`src/rtl/rsem_pkg.sv`:
```
package rsem_pkg;

  // default sizes
  localparam int DATA_WIDTH_DEF  = 32;
  localparam int REG_COUNT_DEF   = 64;
  localparam int STACK_DEPTH_DEF = 32;

  // fixed field widths
  localparam int REQ_W   = 3;
  localparam int IDX_W   = 6;
  localparam int OP_W    = 3;
  localparam int IMM_W   = 32;
  localparam int SLOT_W  = 5;
  localparam int KIND_W  = 2;
  localparam int VAL_W   = 32;
  localparam int WRAP_W  = 5;

  localparam logic [WRAP_W-1:0] WRAP_LIMIT_RST = 5'd20;

  // request codes
  localparam logic [REQ_W-1:0] REQ_LOAD_IMM = 3'd0;
  localparam logic [REQ_W-1:0] REQ_COMPUTE  = 3'd1;
  localparam logic [REQ_W-1:0] REQ_LOAD_STK = 3'd2;
  localparam logic [REQ_W-1:0] REQ_PUSH     = 3'd3;
  localparam logic [REQ_W-1:0] REQ_PRINT    = 3'd4;

  // alu operation codes
  localparam logic [OP_W-1:0] ALU_ADD = 3'd0;
  localparam logic [OP_W-1:0] ALU_SUB = 3'd1;
  localparam logic [OP_W-1:0] ALU_MUL = 3'd2;
  localparam logic [OP_W-1:0] ALU_DIV = 3'd3;
  localparam logic [OP_W-1:0] ALU_REM = 3'd4;

  // result kinds
  localparam logic [KIND_W-1:0] KIND_NONE  = 2'd0;
  localparam logic [KIND_W-1:0] KIND_PRINT = 2'd1;
  localparam logic [KIND_W-1:0] KIND_PUSH  = 2'd2;
  localparam logic [KIND_W-1:0] KIND_DIV0  = 2'd3;

  // control bundle toward the serial alu
  typedef struct packed {
    logic            start;
    logic [OP_W-1:0] op;
  } alu_req_t;

  // narrow index reduced modulo m by binary compare and subtract
  function automatic logic [IDX_W-1:0] reduce_idx(logic [IDX_W-1:0] v, int m);
    int r;
    r = int'(v);
    for (int k = IDX_W - 1; k >= 0; k--) begin
      if (r >= (m << k)) begin
        r = r - (m << k);
      end
    end
    return IDX_W'(r);
  endfunction

endpackage

```
`src/rtl/rsem_ram.sv`:
```
module rsem_ram #(
  parameter int Width = 32,
  parameter int Depth = 32
) (
  input  logic                     clk_i,
  input  logic                     we_i,
  input  logic [$clog2(Depth)-1:0] waddr_i,
  input  logic [Width-1:0]         wdata_i,
  input  logic                     re_i,
  input  logic [$clog2(Depth)-1:0] raddr_i,
  output logic [Width-1:0]         rdata_o
);

  logic [Width-1:0] mem_q [Depth];
  logic [Width-1:0] rdata_q;

  // one write port, one registered read port
  always_ff @(posedge clk_i) begin
    if (we_i) begin
      mem_q[waddr_i] <= wdata_i;
    end
    if (re_i) begin
      rdata_q <= mem_q[raddr_i];
    end
  end

  assign rdata_o = rdata_q;

endmodule

```
`src/rtl/rsem_alu.sv`:
```
module rsem_alu import rsem_pkg::*; #(
  parameter int DataWidth = DATA_WIDTH_DEF
) (
  input  logic                 clk_i,
  input  logic                 rst_ni,
  input  alu_req_t             alu_req_i,
  input  logic [DataWidth-1:0] a_i,
  input  logic [DataWidth-1:0] b_i,
  output logic                 done_o,
  output logic [DataWidth-1:0] result_o
);

  localparam int CntW = $clog2(DataWidth + 1);
  localparam logic [CntW-1:0] LastCnt = CntW'(DataWidth - 1);

  logic            run_q, fix_q, done_q;
  logic [CntW-1:0] cnt_q;
  logic [OP_W-1:0] op_q;
  logic [DataWidth-1:0] x_q, y_q, acc_q, res_q;
  logic            carry_q, neg_q;

  logic                 na, nb;
  logic [DataWidth-1:0] ma, mb;
  logic [DataWidth-1:0] rshift, mul_sum, fix_val;
  logic [DataWidth:0]   diff;
  logic                 sum_bit, carry_n;

  // operand magnitudes for divide and remainder
  assign na = a_i[DataWidth-1];
  assign nb = b_i[DataWidth-1];
  assign ma = na ? (~a_i + 1'b1) : a_i;
  assign mb = nb ? (~b_i + 1'b1) : b_i;

  // one step of each serial algorithm
  assign sum_bit = x_q[0] ^ y_q[0] ^ carry_q;
  assign carry_n = (x_q[0] & y_q[0]) | (carry_q & (x_q[0] ^ y_q[0]));
  assign mul_sum = acc_q + (y_q[0] ? x_q : '0);
  assign rshift  = {acc_q[DataWidth-2:0], x_q[DataWidth-1]};
  assign diff    = {1'b0, rshift} - {1'b0, y_q};
  assign fix_val = (op_q == ALU_DIV) ? x_q : acc_q;

  // sequencing control
  always_ff @(posedge clk_i or negedge rst_ni) begin
    if (!rst_ni) begin
      run_q  <= 1'b0;
      fix_q  <= 1'b0;
      done_q <= 1'b0;
      cnt_q  <= '0;
    end else begin
      done_q <= fix_q;
      fix_q  <= 1'b0;
      if (alu_req_i.start) begin
        run_q <= 1'b1;
        cnt_q <= '0;
      end else if (run_q) begin
        cnt_q <= cnt_q + 1'b1;
        if (cnt_q == LastCnt) begin
          run_q <= 1'b0;
          fix_q <= 1'b1;
        end
      end
    end
  end

  // datapath: one bit per cycle through the operand shift registers
  always_ff @(posedge clk_i) begin
    if (alu_req_i.start) begin
      op_q    <= alu_req_i.op;
      acc_q   <= '0;
      carry_q <= (alu_req_i.op == ALU_SUB);
      neg_q   <= 1'b0;
      x_q     <= a_i;
      y_q     <= b_i;
      case (alu_req_i.op)
        ALU_SUB: y_q <= ~b_i;
        ALU_DIV: begin
          x_q   <= ma;
          y_q   <= mb;
          neg_q <= na ^ nb;
        end
        ALU_REM: begin
          x_q   <= ma;
          y_q   <= mb;
          neg_q <= na;
        end
        default: ;
      endcase
    end else if (run_q) begin
      case (op_q)
        ALU_ADD, ALU_SUB: begin
          acc_q   <= {sum_bit, acc_q[DataWidth-1:1]};
          x_q     <= x_q >> 1;
          y_q     <= y_q >> 1;
          carry_q <= carry_n;
        end
        ALU_MUL: begin
          acc_q <= mul_sum;
          x_q   <= x_q << 1;
          y_q   <= y_q >> 1;
        end
        ALU_DIV, ALU_REM: begin
          if (!diff[DataWidth]) begin
            acc_q <= diff[DataWidth-1:0];
            x_q   <= {x_q[DataWidth-2:0], 1'b1};
          end else begin
            acc_q <= rshift;
            x_q   <= {x_q[DataWidth-2:0], 1'b0};
          end
        end
        default: ;
      endcase
    end
    // sign fix of the quotient or remainder
    if (fix_q) begin
      res_q <= neg_q ? (~fix_val + 1'b1) : fix_val;
    end
  end

  assign done_o   = done_q;
  assign result_o = res_q;

endmodule

```
`src/rtl/register_stack_expression_machine_top.sv`:
```
// Register/stack expression machine: one instruction per start pulse, taken
// when start is high and busy is low; each instruction gives exactly one
// result, shown on the out ports for a single cycle with out_valid_o high,
// and the receiver must take it then since nothing can hold it. Load
// immediate and an unknown request or alu operation finish in the decode
// state; load from stack, push and print pass through a memory read state; a
// divide or remainder by zero ends after both operand reads; any other compute
// waits on the bit-serial alu, which works bit by bit through the operands on
// add, subtract, multiply, divide and remainder. busy falls in the cycle of the
// strobe. Register file and stack are block memories with one read port each
// and are not cleared: read only what was written.
module register_stack_expression_machine_top import rsem_pkg::*; #(
  parameter int RegCount   = REG_COUNT_DEF,
  parameter int StackDepth = STACK_DEPTH_DEF,
  parameter int DataWidth  = DATA_WIDTH_DEF
) (
  input  logic              clk_i,
  input  logic              rst_ni,
  input  logic              start,
  output logic              busy,
  input  logic              cfg_we_i,
  input  logic [WRAP_W-1:0] cfg_wdata_i,
  input  logic [REQ_W-1:0]  req_type_i,
  input  logic [IDX_W-1:0]  dest_reg_i,
  input  logic [IDX_W-1:0]  src_a_i,
  input  logic [IDX_W-1:0]  src_b_i,
  input  logic [OP_W-1:0]   alu_op_i,
  input  logic signed [IMM_W-1:0] immediate_i,
  input  logic [SLOT_W-1:0] stack_slot_i,
  output logic              out_valid_o,
  output logic [KIND_W-1:0] out_kind_o,
  output logic signed [VAL_W-1:0] out_value_o,
  output logic [SLOT_W-1:0] out_slot_o
);

  localparam int RiW = $clog2(RegCount);
  localparam int SpW = $clog2(StackDepth);
  localparam int CmpW = (SpW > WRAP_W) ? SpW : WRAP_W;

  localparam logic [2:0] S_IDLE = 3'd0;
  localparam logic [2:0] S_DEC  = 3'd1;
  localparam logic [2:0] S_RA   = 3'd2;
  localparam logic [2:0] S_RB   = 3'd3;
  localparam logic [2:0] S_ALU  = 3'd4;
  localparam logic [2:0] S_SK   = 3'd5;
  localparam logic [2:0] S_PA   = 3'd6;
  localparam logic [2:0] S_PR   = 3'd7;

  logic [2:0] state_q, state_d;
  logic [WRAP_W-1:0] wrap_q;
  logic [SpW-1:0] sp_q, sp_d, sp_eff;
  logic [SpW:0]   sp_inc;

  logic [REQ_W-1:0] req_q;
  logic [OP_W-1:0]  op_q;
  logic [IMM_W-1:0] imm_q;
  logic [RiW-1:0]   rd_q, ra_q, rb_q;
  logic [SpW-1:0]   slot_q;
  logic [DataWidth-1:0] a_q;

  logic              valid_q, valid_d;
  logic [KIND_W-1:0] kind_q, kind_d;
  logic [VAL_W-1:0]  value_q, value_d;
  logic [SLOT_W-1:0] oslot_q, oslot_d;

  logic                 rf_we, rf_re;
  logic [RiW-1:0]       rf_waddr, rf_raddr;
  logic [DataWidth-1:0] rf_wdata, rf_rdata;
  logic                 sk_we, sk_re;
  logic [DataWidth-1:0] sk_rdata;

  alu_req_t             alu_req;
  logic                 alu_done;
  logic [DataWidth-1:0] alu_result;
  logic                 accept, b_zero, is_divide;

  assign accept    = start && !busy;
  assign busy      = (state_q != S_IDLE);
  assign b_zero    = (rf_rdata == '0);
  assign is_divide = (op_q == ALU_DIV) || (op_q == ALU_REM);

  // stack pointer wrap before a push and increment after it
  assign sp_eff = (CmpW'(sp_q) > CmpW'(wrap_q)) ? '0 : sp_q;
  assign sp_inc = {1'b0, sp_eff} + 1'b1;

  rsem_ram #(.Width(DataWidth), .Depth(RegCount)) u_regfile (
    .clk_i   (clk_i),
    .we_i    (rf_we),
    .waddr_i (rf_waddr),
    .wdata_i (rf_wdata),
    .re_i    (rf_re),
    .raddr_i (rf_raddr),
    .rdata_o (rf_rdata)
  );

  rsem_ram #(.Width(DataWidth), .Depth(StackDepth)) u_stack (
    .clk_i   (clk_i),
    .we_i    (sk_we),
    .waddr_i (sp_eff),
    .wdata_i (rf_rdata),
    .re_i    (sk_re),
    .raddr_i (slot_q),
    .rdata_o (sk_rdata)
  );

  rsem_alu #(.DataWidth(DataWidth)) u_alu (
    .clk_i     (clk_i),
    .rst_ni    (rst_ni),
    .alu_req_i (alu_req),
    .a_i       (a_q),
    .b_i       (rf_rdata),
    .done_o    (alu_done),
    .result_o  (alu_result)
  );

  // instruction sequencer
  always_comb begin
    state_d   = state_q;
    sp_d      = sp_q;
    valid_d   = 1'b0;
    kind_d    = kind_q;
    value_d   = value_q;
    oslot_d   = oslot_q;
    rf_we     = 1'b0;
    rf_waddr  = rd_q;
    rf_wdata  = DataWidth'($signed(imm_q));
    rf_re     = 1'b0;
    rf_raddr  = ra_q;
    sk_we     = 1'b0;
    sk_re     = 1'b0;
    alu_req.start = 1'b0;
    alu_req.op    = op_q;
    case (state_q)
      S_IDLE: begin
        if (accept) begin
          state_d = S_DEC;
        end
      end
      S_DEC: begin
        kind_d  = KIND_NONE;
        value_d = '0;
        oslot_d = '0;
        case (req_q)
          REQ_LOAD_IMM: begin
            rf_we   = 1'b1;
            valid_d = 1'b1;
            state_d = S_IDLE;
          end
          REQ_COMPUTE: begin
            if (op_q > ALU_REM) begin
              valid_d = 1'b1;
              state_d = S_IDLE;
            end else begin
              rf_re   = 1'b1;
              state_d = S_RA;
            end
          end
          REQ_LOAD_STK: begin
            sk_re   = 1'b1;
            state_d = S_SK;
          end
          REQ_PUSH: begin
            rf_re   = 1'b1;
            state_d = S_PA;
          end
          REQ_PRINT: begin
            rf_re    = 1'b1;
            rf_raddr = rd_q;
            state_d  = S_PR;
          end
          default: begin
            valid_d = 1'b1;
            state_d = S_IDLE;
          end
        endcase
      end
      S_RA: begin
        rf_re    = 1'b1;
        rf_raddr = rb_q;
        state_d  = S_RB;
      end
      S_RB: begin
        if (is_divide && b_zero) begin
          kind_d  = KIND_DIV0;
          valid_d = 1'b1;
          state_d = S_IDLE;
        end else begin
          alu_req.start = 1'b1;
          state_d       = S_ALU;
        end
      end
      S_ALU: begin
        if (alu_done) begin
          rf_we    = 1'b1;
          rf_wdata = alu_result;
          valid_d  = 1'b1;
          state_d  = S_IDLE;
        end
      end
      S_SK: begin
        rf_we    = 1'b1;
        rf_wdata = sk_rdata;
        valid_d  = 1'b1;
        state_d  = S_IDLE;
      end
      S_PA: begin
        sk_we   = 1'b1;
        kind_d  = KIND_PUSH;
        value_d = VAL_W'(rf_rdata);
        oslot_d = SLOT_W'(sp_eff);
        sp_d    = (sp_inc == (SpW + 1)'(StackDepth)) ? '0 : sp_inc[SpW-1:0];
        valid_d = 1'b1;
        state_d = S_IDLE;
      end
      S_PR: begin
        kind_d  = KIND_PRINT;
        value_d = VAL_W'(rf_rdata);
        valid_d = 1'b1;
        state_d = S_IDLE;
      end
      default: state_d = S_IDLE;
    endcase
  end

  // control registers
  always_ff @(posedge clk_i or negedge rst_ni) begin
    if (!rst_ni) begin
      state_q <= S_IDLE;
      sp_q    <= '0;
      wrap_q  <= WRAP_LIMIT_RST;
      valid_q <= 1'b0;
    end else begin
      state_q <= state_d;
      sp_q    <= sp_d;
      valid_q <= valid_d;
      if (cfg_we_i) begin
        wrap_q <= cfg_wdata_i;
      end
    end
  end

  // instruction fields, operand and result payload
  always_ff @(posedge clk_i) begin
    if (accept) begin
      req_q  <= req_type_i;
      op_q   <= alu_op_i;
      imm_q  <= immediate_i;
      rd_q   <= RiW'(reduce_idx(dest_reg_i, RegCount));
      ra_q   <= RiW'(reduce_idx(src_a_i, RegCount));
      rb_q   <= RiW'(reduce_idx(src_b_i, RegCount));
      slot_q <= SpW'(reduce_idx({1'b0, stack_slot_i}, StackDepth));
    end
    if (state_q == S_RA) begin
      a_q <= rf_rdata;
    end
    kind_q  <= kind_d;
    value_q <= value_d;
    oslot_q <= oslot_d;
  end

  assign out_valid_o = valid_q;
  assign out_kind_o  = kind_q;
  assign out_value_o = value_q;
  assign out_slot_o  = oslot_q;

endmodule
```
`config.mk`:
```
export PLATFORM = sky130hd
export DESIGN_NAME = register_stack_expression_machine_top
export DESIGN_NICKNAME = d
export VERILOG_FILES = /design/src/rtl/rsem_pkg.sv /design/src/rtl/rsem_ram.sv /design/src/rtl/rsem_alu.sv /design/src/rtl/register_stack_expression_machine_top.sv
export SDC_FILE = /design/constraint.sdc
export NUM_CORES = 2
export LEC_CHECK = 0
export ABC_AREA = 1
export BUFFER_PORTS_ARGS = -buffer_cell sky130_fd_sc_hd__buf_2
export CELL_PAD_IN_SITES_DETAIL_PLACEMENT = 1
export CELL_PAD_IN_SITES_GLOBAL_PLACEMENT = 2
export CORE_AREA = 2 2 626 628
export DETAILED_ROUTE_END_ITERATION = 10
export DIE_AREA = 0 0 628 630
export GPL_TIMING_DRIVEN = 1
export PLACE_DENSITY_LB_ADDON = 0.1
export SLEW_MARGIN = 40
export SYNTH_ARGS = -nofsm -noshare
export SYNTH_HDL_FRONTEND = slang
export SYNTH_SLANG_ARGS = --single-unit
```
`constraint.sdc`:
```
create_clock -name clk_i -period 4.8 [get_ports clk_i]
set_clock_uncertainty 0.1 [all_clocks]
set_input_delay 0.48 -clock clk_i [delete_from_list [all_inputs] [get_ports clk_i]]
set_output_delay 0.48 -clock clk_i [all_outputs]
set_load 0.02 [all_outputs]
```
==> Yosys cells after proc, flatten, opt, wreduce, memory -nomap -nowiden <==
Memory sizes are Yosys's and may differ from the RTL's. A register that Yosys moved wholly into a read port is not among the register bits.
Cells that the tools add are included.
Widths: inputs -> output; s select.
{ "word_totals": {"ramBits": 3072, "out_inout_bits": 41, "memories": 2, "elab_cells": 163, "reg_bits": 288} }
{ "memory_table": {"columns": ["name", "words", "word_bits", "rd", "rd_ports_with_merged_regs", "write_ports", "line", "rtl"], "rows": [
  ["u_regfile.mem_q", 64, 32, 1, 1, 1, "rsem_ram.sv:14", "logic [Width-1:0] mem_q [Depth];"],
  ["u_stack.mem_q", 32, 32, 1, 1, 1, "rsem_ram.sv:14", null]
]} }
{ "classes": {"bitwise": 9, "order_cmp": 2, "mux": 63, "eq_ne": 23, "add_sub_neg": 7, "reduce_logical": 31} }
{ "ops": {"columns": ["cell", "count"], "rows": [
  ["$mux 32", 13],
  ["$pmux 32 s2", 3],
  ["$pmux 32 s3", 2],
  ["$add 32x1->32 const B", 3],
  ["$not 32->32", 3],
  ["$sub 32x32->33", 1],
  ["$add 32x32->32", 1],
  ["$logic_not 32->1", 1],
  ["$mux 1", 24],
  ["$eq 3x2->1 const B", 7],
  ["$eq 3x3->1 const B", 7],
  ["$mux 6", 3],
  ["$pmux 3 s6", 1],
  ["$eq 3x1->1 const B", 4],
  ["$pmux 3 s4", 1],
  ["$pmux 6 s2", 1],
  ["$reduce_and 2->1", 6],
  ["$mux 5", 2],
  ["$pmux 5 s2", 1],
  ["$reduce_bool 2->1", 5],
  ["$reduce_or 2->1", 5],
  ["$logic_not 3->1", 3],
  ["$mux 3", 3],
  ["$reduce_or 3->1", 3],
  ["21 further kinds", 32]
]} }

==> Logic depth before layout (Yosys ltp) <==
{ "depth": {"depth_word": 7, "depth_mapped": 19, "ltp_nobuf": 18} }

==> Cells and area by module <==
A second synthesis with hierarchy kept.
{ "hier_totals": {"hier_cells": 13384, "hier_area_um2": 147147.4} }
{ "by_module_without_submodules": {"columns": ["module", "instances", "area_per_inst_um2", "cells_per_inst", "seq_area_each_um2"], "rows": [
  ["rsem_ram (u_regfile)", 1, 83058.4, 6769, 62459.9],
  ["rsem_ram (u_stack)", 1, 42726.0, 3536, 31710.4],
  ["rsem_alu", 1, 15127.0, 2534, 3898.7],
  ["register_stack_expression_machine_top", 1, 6236.0, 545, 4316.6]
]} }

==> Worst setup path after synthesis <==
Ideal clock, no wire load.
{ "synth_timing": {"path_kind": "reg2reg", "from": "reg wrap_q[4]", "to": "mem u_stack.mem_q[15][0], enable pin", "path_buffers": 0, "required_ps": 4239, "stages_incl_launch_ff": 13, "arrival_ps": 3915, "path_slack_ps": 324, "synth_period_minus_slack_ps": 4476, "cell_sequence": "dfstp_2 > inv_1 > ha_1 > nand2_1 > nor2_1 > nand2_1 > o211ai_1 > nand2_1 > inv_1 > nor2_1 > ha_1 > inv_1 > nor3_1"} }
{ "synth_via": {"elab_chain_cells": 2} }
{ "synth_rtl": {"columns": ["element", "line", "rtl"], "rows": [
  ["start: declaration", "register_stack_expression_machine_top.sv:50", "logic [WRAP_W-1:0] wrap_q;"],
  ["start signal: assignment", "register_stack_expression_machine_top.sv:237", "wrap_q <= cfg_wdata_i;"],
  ["$gt 5x5->1", "register_stack_expression_machine_top.sv:83", "assign sp_eff = (CmpW'(sp_q) > CmpW'(wrap_q)) ? '0 : sp_q;"],
  ["$mux 5", "register_stack_expression_machine_top.sv:83", null],
  ["net sp_eff[0]", "register_stack_expression_machine_top.sv:51", "logic [SpW-1:0] sp_q, sp_d, sp_eff;"],
  ["end: declaration", "rsem_ram.sv:14", null]
]} }
The timed path passes the listed nets, and every way through them passes these cells.

==> Worst setup path in the final report <==
{ "layout_timing": {"from": "reg state_q[2]", "to": "reg u_regfile.rdata_q[3] (netlist: u_regfile.rdata_o[3]) (read register of u_regfile.mem_q) (data pin)"} }
{ "layout_via": {"elab_chain_cells": 2, "word_cells_on_any_way": 4} }
{ "layout_rtl": {"columns": ["element", "line", "rtl"], "rows": [
  ["start: declaration", "register_stack_expression_machine_top.sv:49", "logic [2:0] state_q, state_d;"],
  ["start signal: assignment", "register_stack_expression_machine_top.sv:233", "state_q <= state_d;"],
  ["$eq 3x2->1 or $eq 3x1->1 (tied branches)", "register_stack_expression_machine_top.sv:133", "case (state_q)"],
  ["$pmux 6 s2 or $pmux 1 s2 (tied branches)", "register_stack_expression_machine_top.sv:133", null],
  ["end: declaration", "rsem_ram.sv:15", "logic [Width-1:0] rdata_q;"]
]} }
Parallel ways exist; a longest one is shown, timed or not.
A chain may end at the register's enable or synchronous reset.

==> impl_metrics.csv <==
group,metric,value,unit
layout,drive_above_1_share,0.09191,
hold_path,hold_depth,3,
floorplan,rows,229,
yosys,synth_nets,14300,
timing,maxSlewHeadroom,0.3437,
setup_path,path_max_fanout,31,
yosys,ys_seq_elements,3424,
yosys,avgSynthCellArea,10.68,sq um
pwr,vdd_ir_drop_max,0.6257,mV
setup_path,cp.arrival,4.90,ns
pwr,powerDensity,637.2,nW/um^2
routing,via_per_inst,5.537,
place,port_buffers,110,
layout,final.fill_count,41550,
timing,finalSetupTns,0,ns
setup_path,crit_path_end_kind,"register",
timing,fmax,233.7,MHz
routing,wl_per_cell,29.46,microns
pwr,p_leak,0.06809,uW
timing,finalMaxSlewViolations,0,
clocking,cts_buffer_depth,4,
global_routing,grt_first_pass_wirelength,834.9,mm
routing,drc_errors,0,
setup_path,worstSetupStartpoint,"state_q[2]$_DFFE_PN0P_",
routing,num_vias,110500,
routing,postRouteAntennaNets,0,
yosys,synth_cells,14150,
timing,fin_crit_sh,0.8915,
floorplan,core,388200,sq um
floorplan,die_y,630,microns
yosys,synth_fa_ha_area_frac,0.006805,
routing,wl,587.7,mm
routing,drt-pass1-iter-count,5,
setup_path,r2r_cells,16,
timing,min_period,4.279,ns
clocking,cts_buffers,387,
yosys,synth-compound-area-share,0.05497,
layout,synthToLayoutAreaGrowth,15.24,%
setup_path,cp-start-kind,"register",
global_routing,antenna_found_initial,26,
clocking,clock-root-buffer,"clkbuf_16",
global_routing,grt_remaining_overflow,0,
layout,utilization,0.4486,
timing,hold_viol,0,
global_routing,gr-usage-all-layers,0.2908,
setup_path,rr_startpoint,"state_q[2]$_DFFE_PN0P_",
setup_path,crit_type,"register to register",
timing,rsz0062_at_grt,"no",
floorplan,die-area,395600,sq um
clocking,clkLatencyLatePin,0.99,ns
global_routing,first_global_vias,112200,
yosys,synthesis.yosys.warnings,0,
clocking,h-tree-depth,5,
timing,hold-worst-slack,0.09242,ns
setup_path,r2r_end,"u_regfile.rdata_o[3]$_DFFE_PP_",
setup_path,r2r_setup_slack,0.52,ns
layout,final_cells,19950,
yosys,yosysSeqAreaShare,0.6775,
clocking,clk_pin_slew_worst_paths,0.06,ns
setup_path,crit_end,"u_regfile.rdata_o[3]$_DFFE_PP_",
clocking,clock-sinks,3424,
timing,max_slew.worst_pin.slew,0.9845,ns
yosys,synth_edf_count,3369,
yosys,syn_area,151100,sq um
pwr,finalPower,111000,uW
setup_path,required,5.42,ns
timing,setup-violations-final,0,
yosys,synth_top_family_by_area,"simple AND/OR/NAND/NOR gates",
place,dp.cells,19150,
hold_path,min_path_type,"primary input to register",
run_status,status,"finished, final reports clean",
place,dp_hpwl,371.5,mm
yosys,async_reset_ff_frac,0.006717,
place,gp_congestion,0.8733,
yosys,muxShareOfSynthArea,0.0004719,
yosys,ys.flop_type,"edfxtp_1",
yosys,synth_cell_types,59,
floorplan,die_w,628,microns
global_routing,grt_max_degree,157,
yosys,synth_xor_area_frac,0.004462,
floorplan,ios,111,
yosys,synth-simple-area-share,0.1802,
flow_run,drv_cap,0,
layout,final_nets,14570,
routing,first_iter_violations,10530,
floorplan,start_util,0.3893,
clocking,cts_tree,"built",
==> synthesized netlist by cell type, drive strengths merged (5+ instances only) <==
| master | n | share of area |
|---|---|---|
| edfxtp | 3369 | 0.67 |
| nand2 | 2592 | 0.064 |
| nand3 | 2427 | 0.081 |
| inv | 2148 | 0.053 |
| nor2 | 938 | 0.023 |
| o21ai | 768 | 0.025 |
| clkbuf | 462 | 0.011 |
| buf | 329 | 0.011 |
| o221ai | 194 | 0.011 |
| a21oi | 175 | 0.0058 |
| nand3b | 138 | 0.0069 |
| ha | 79 | 0.0065 |
| o22ai | 67 | 0.0028 |
| o211ai | 50 | 0.0025 |
| a31oi | 43 | 0.0018 |
| nand4 | 43 | 0.0018 |
| xor2 | 42 | 0.0024 |
| nor3 | 41 | 0.0014 |
| xnor2 | 35 | 0.0020 |
| a22o | 32 | 0.0019 |
| dfxtp | 32 | 0.0042 |
| a32oi | 31 | 0.0018 |
| or2 | 28 | 0.0012 |
| dfrtp | 21 | 0.0035 |
| o21a | 7 | 0.00035 |
| mux2i | 6 | 0.00040 |
| o21bai | 6 | 0.00030 |
| a211oi | 5 | 0.00025 |
| nor4 | 5 | 0.00021 |
==> critical path, stage by stage (launching register included) <==
cell	delay, ns
dfrtp_1	0.46
nor2_2	0.29
nand2_4	0.18
nand2_1	0.11
nand2_1	0.06
inv_2	0.08
nand2_4	0.12
nand2_4	0.39
buf_12	0.28
buf_4	0.40
nand2_1	0.10
nand3_1	0.11
nand3_1	0.12
nand3_1	0.29
nand3_1	0.41
nand3_1	0.37
nand2_1	0.09
==> metrics by stage <==
| stage | cell area (sq um) | worst slack, ns |
|---|---|---|
| after floorplan | 151100 | 0.3240 |
| after global placement | 160700 | 0.5710 |
| after detailed placement | 160900 | 0.5859 |
| after CTS | 174100 | 0.6191 |
| after global routing | 174100 | 0.4773 |
| final | 174200 | 0.5208 |
==> metal layers <==
layer / vias to the layer above / global-route usage / wire length (microns)
li1: 48870 / - / -
met1: 57360 / 0.3943 / 252800
met2: 3377 / 0.4751 / 275700
met3: 849 / 0.03621 / 33220
met4: 0 / 0.1152 / 25970
met5: - / 0 / 0
==> cells in the final DEF, fill, tap and decap left out, drive strengths merged, types with 72 or more instances in the layout <==
master          n
edfxtp       3369
nand2        2592
nand3        2427
inv          2159
nor2          938
o21ai         768
buf           600
clkbuf        491
o221ai        194
a21oi         175
clkinv        160
nand3b        138
ha             79
dlygate4sd3    72
==> power by group <==
group	total, uW	switching (uW)	leakage (uW)	internal (uW)
Clock	29700	12500	0.00606	17200
Combinational	42400	32000	0.0310	10400
Sequential	38900	1470	0.0310	37400
Total	111000	46000	0.0681	65000
==> state kept, by name, summed over array words and instances (netlist names), 6 cells and up <==
register           count
u_alu.result_o        32
u_regfile.mem_q     2048
u_regfile.rdata_o     32
rd_q                   6
imm_q                 32
u_stack.rdata_o       32
u_alu.x_q             32
a_q                   32
rb_q                   6
ra_q                   6
out_value_o           32
u_alu.y_q             32
u_alu.acc_q           32
u_stack.mem_q       1024
u_alu.cnt_q            6
==> layout make-up <==
type,instances,area [sq um],share of cell area
inverter,2151,8115,0.04660
clock buffer,491,10280,0.05905
sequential,3424,102400,0.5879
multi-input combinational,7779,38290,0.2199
tap,5197,6502,0.03734
timing repair buffer,672,6397,0.03673
antenna,20,50.05,0.0002874
clock inverter,215,2130,0.01223
==> logic make-up after synthesis <==
kind of cell               count (synthesis)
AOI/OAI and AO/OA                       1394
xor gates and xnor gates                  77
and+or+nand+nor                         6220
DFF                                     3424
buffers and inverters                   2942
adders and majority gates                 81
muxes                                      7
==> how the worst min path moves through the flow <==
stage                                startpoint               endpoint
after floorplan                          rst_ni  out_valid_o$_DFF_PN0_
after global placement    wrap_q[4]$_DFFE_PN1P_  wrap_q[4]$_DFFE_PN1P_
after detailed placement  wrap_q[2]$_DFFE_PN1P_  wrap_q[2]$_DFFE_PN1P_
after CTS                                rst_ni  wrap_q[0]$_DFFE_PN0P_
after global routing             cfg_wdata_i[4]  wrap_q[4]$_DFFE_PN1P_
final                            cfg_wdata_i[4]  wrap_q[4]$_DFFE_PN1P_
==> timing repair <==
item,in CTS,in global routing
gates resized for setup,0,0
hold endpoints to repair,90,21
setup buffers,0,0
hold buffers,71,1
Power figures use the tool's default switching activity.
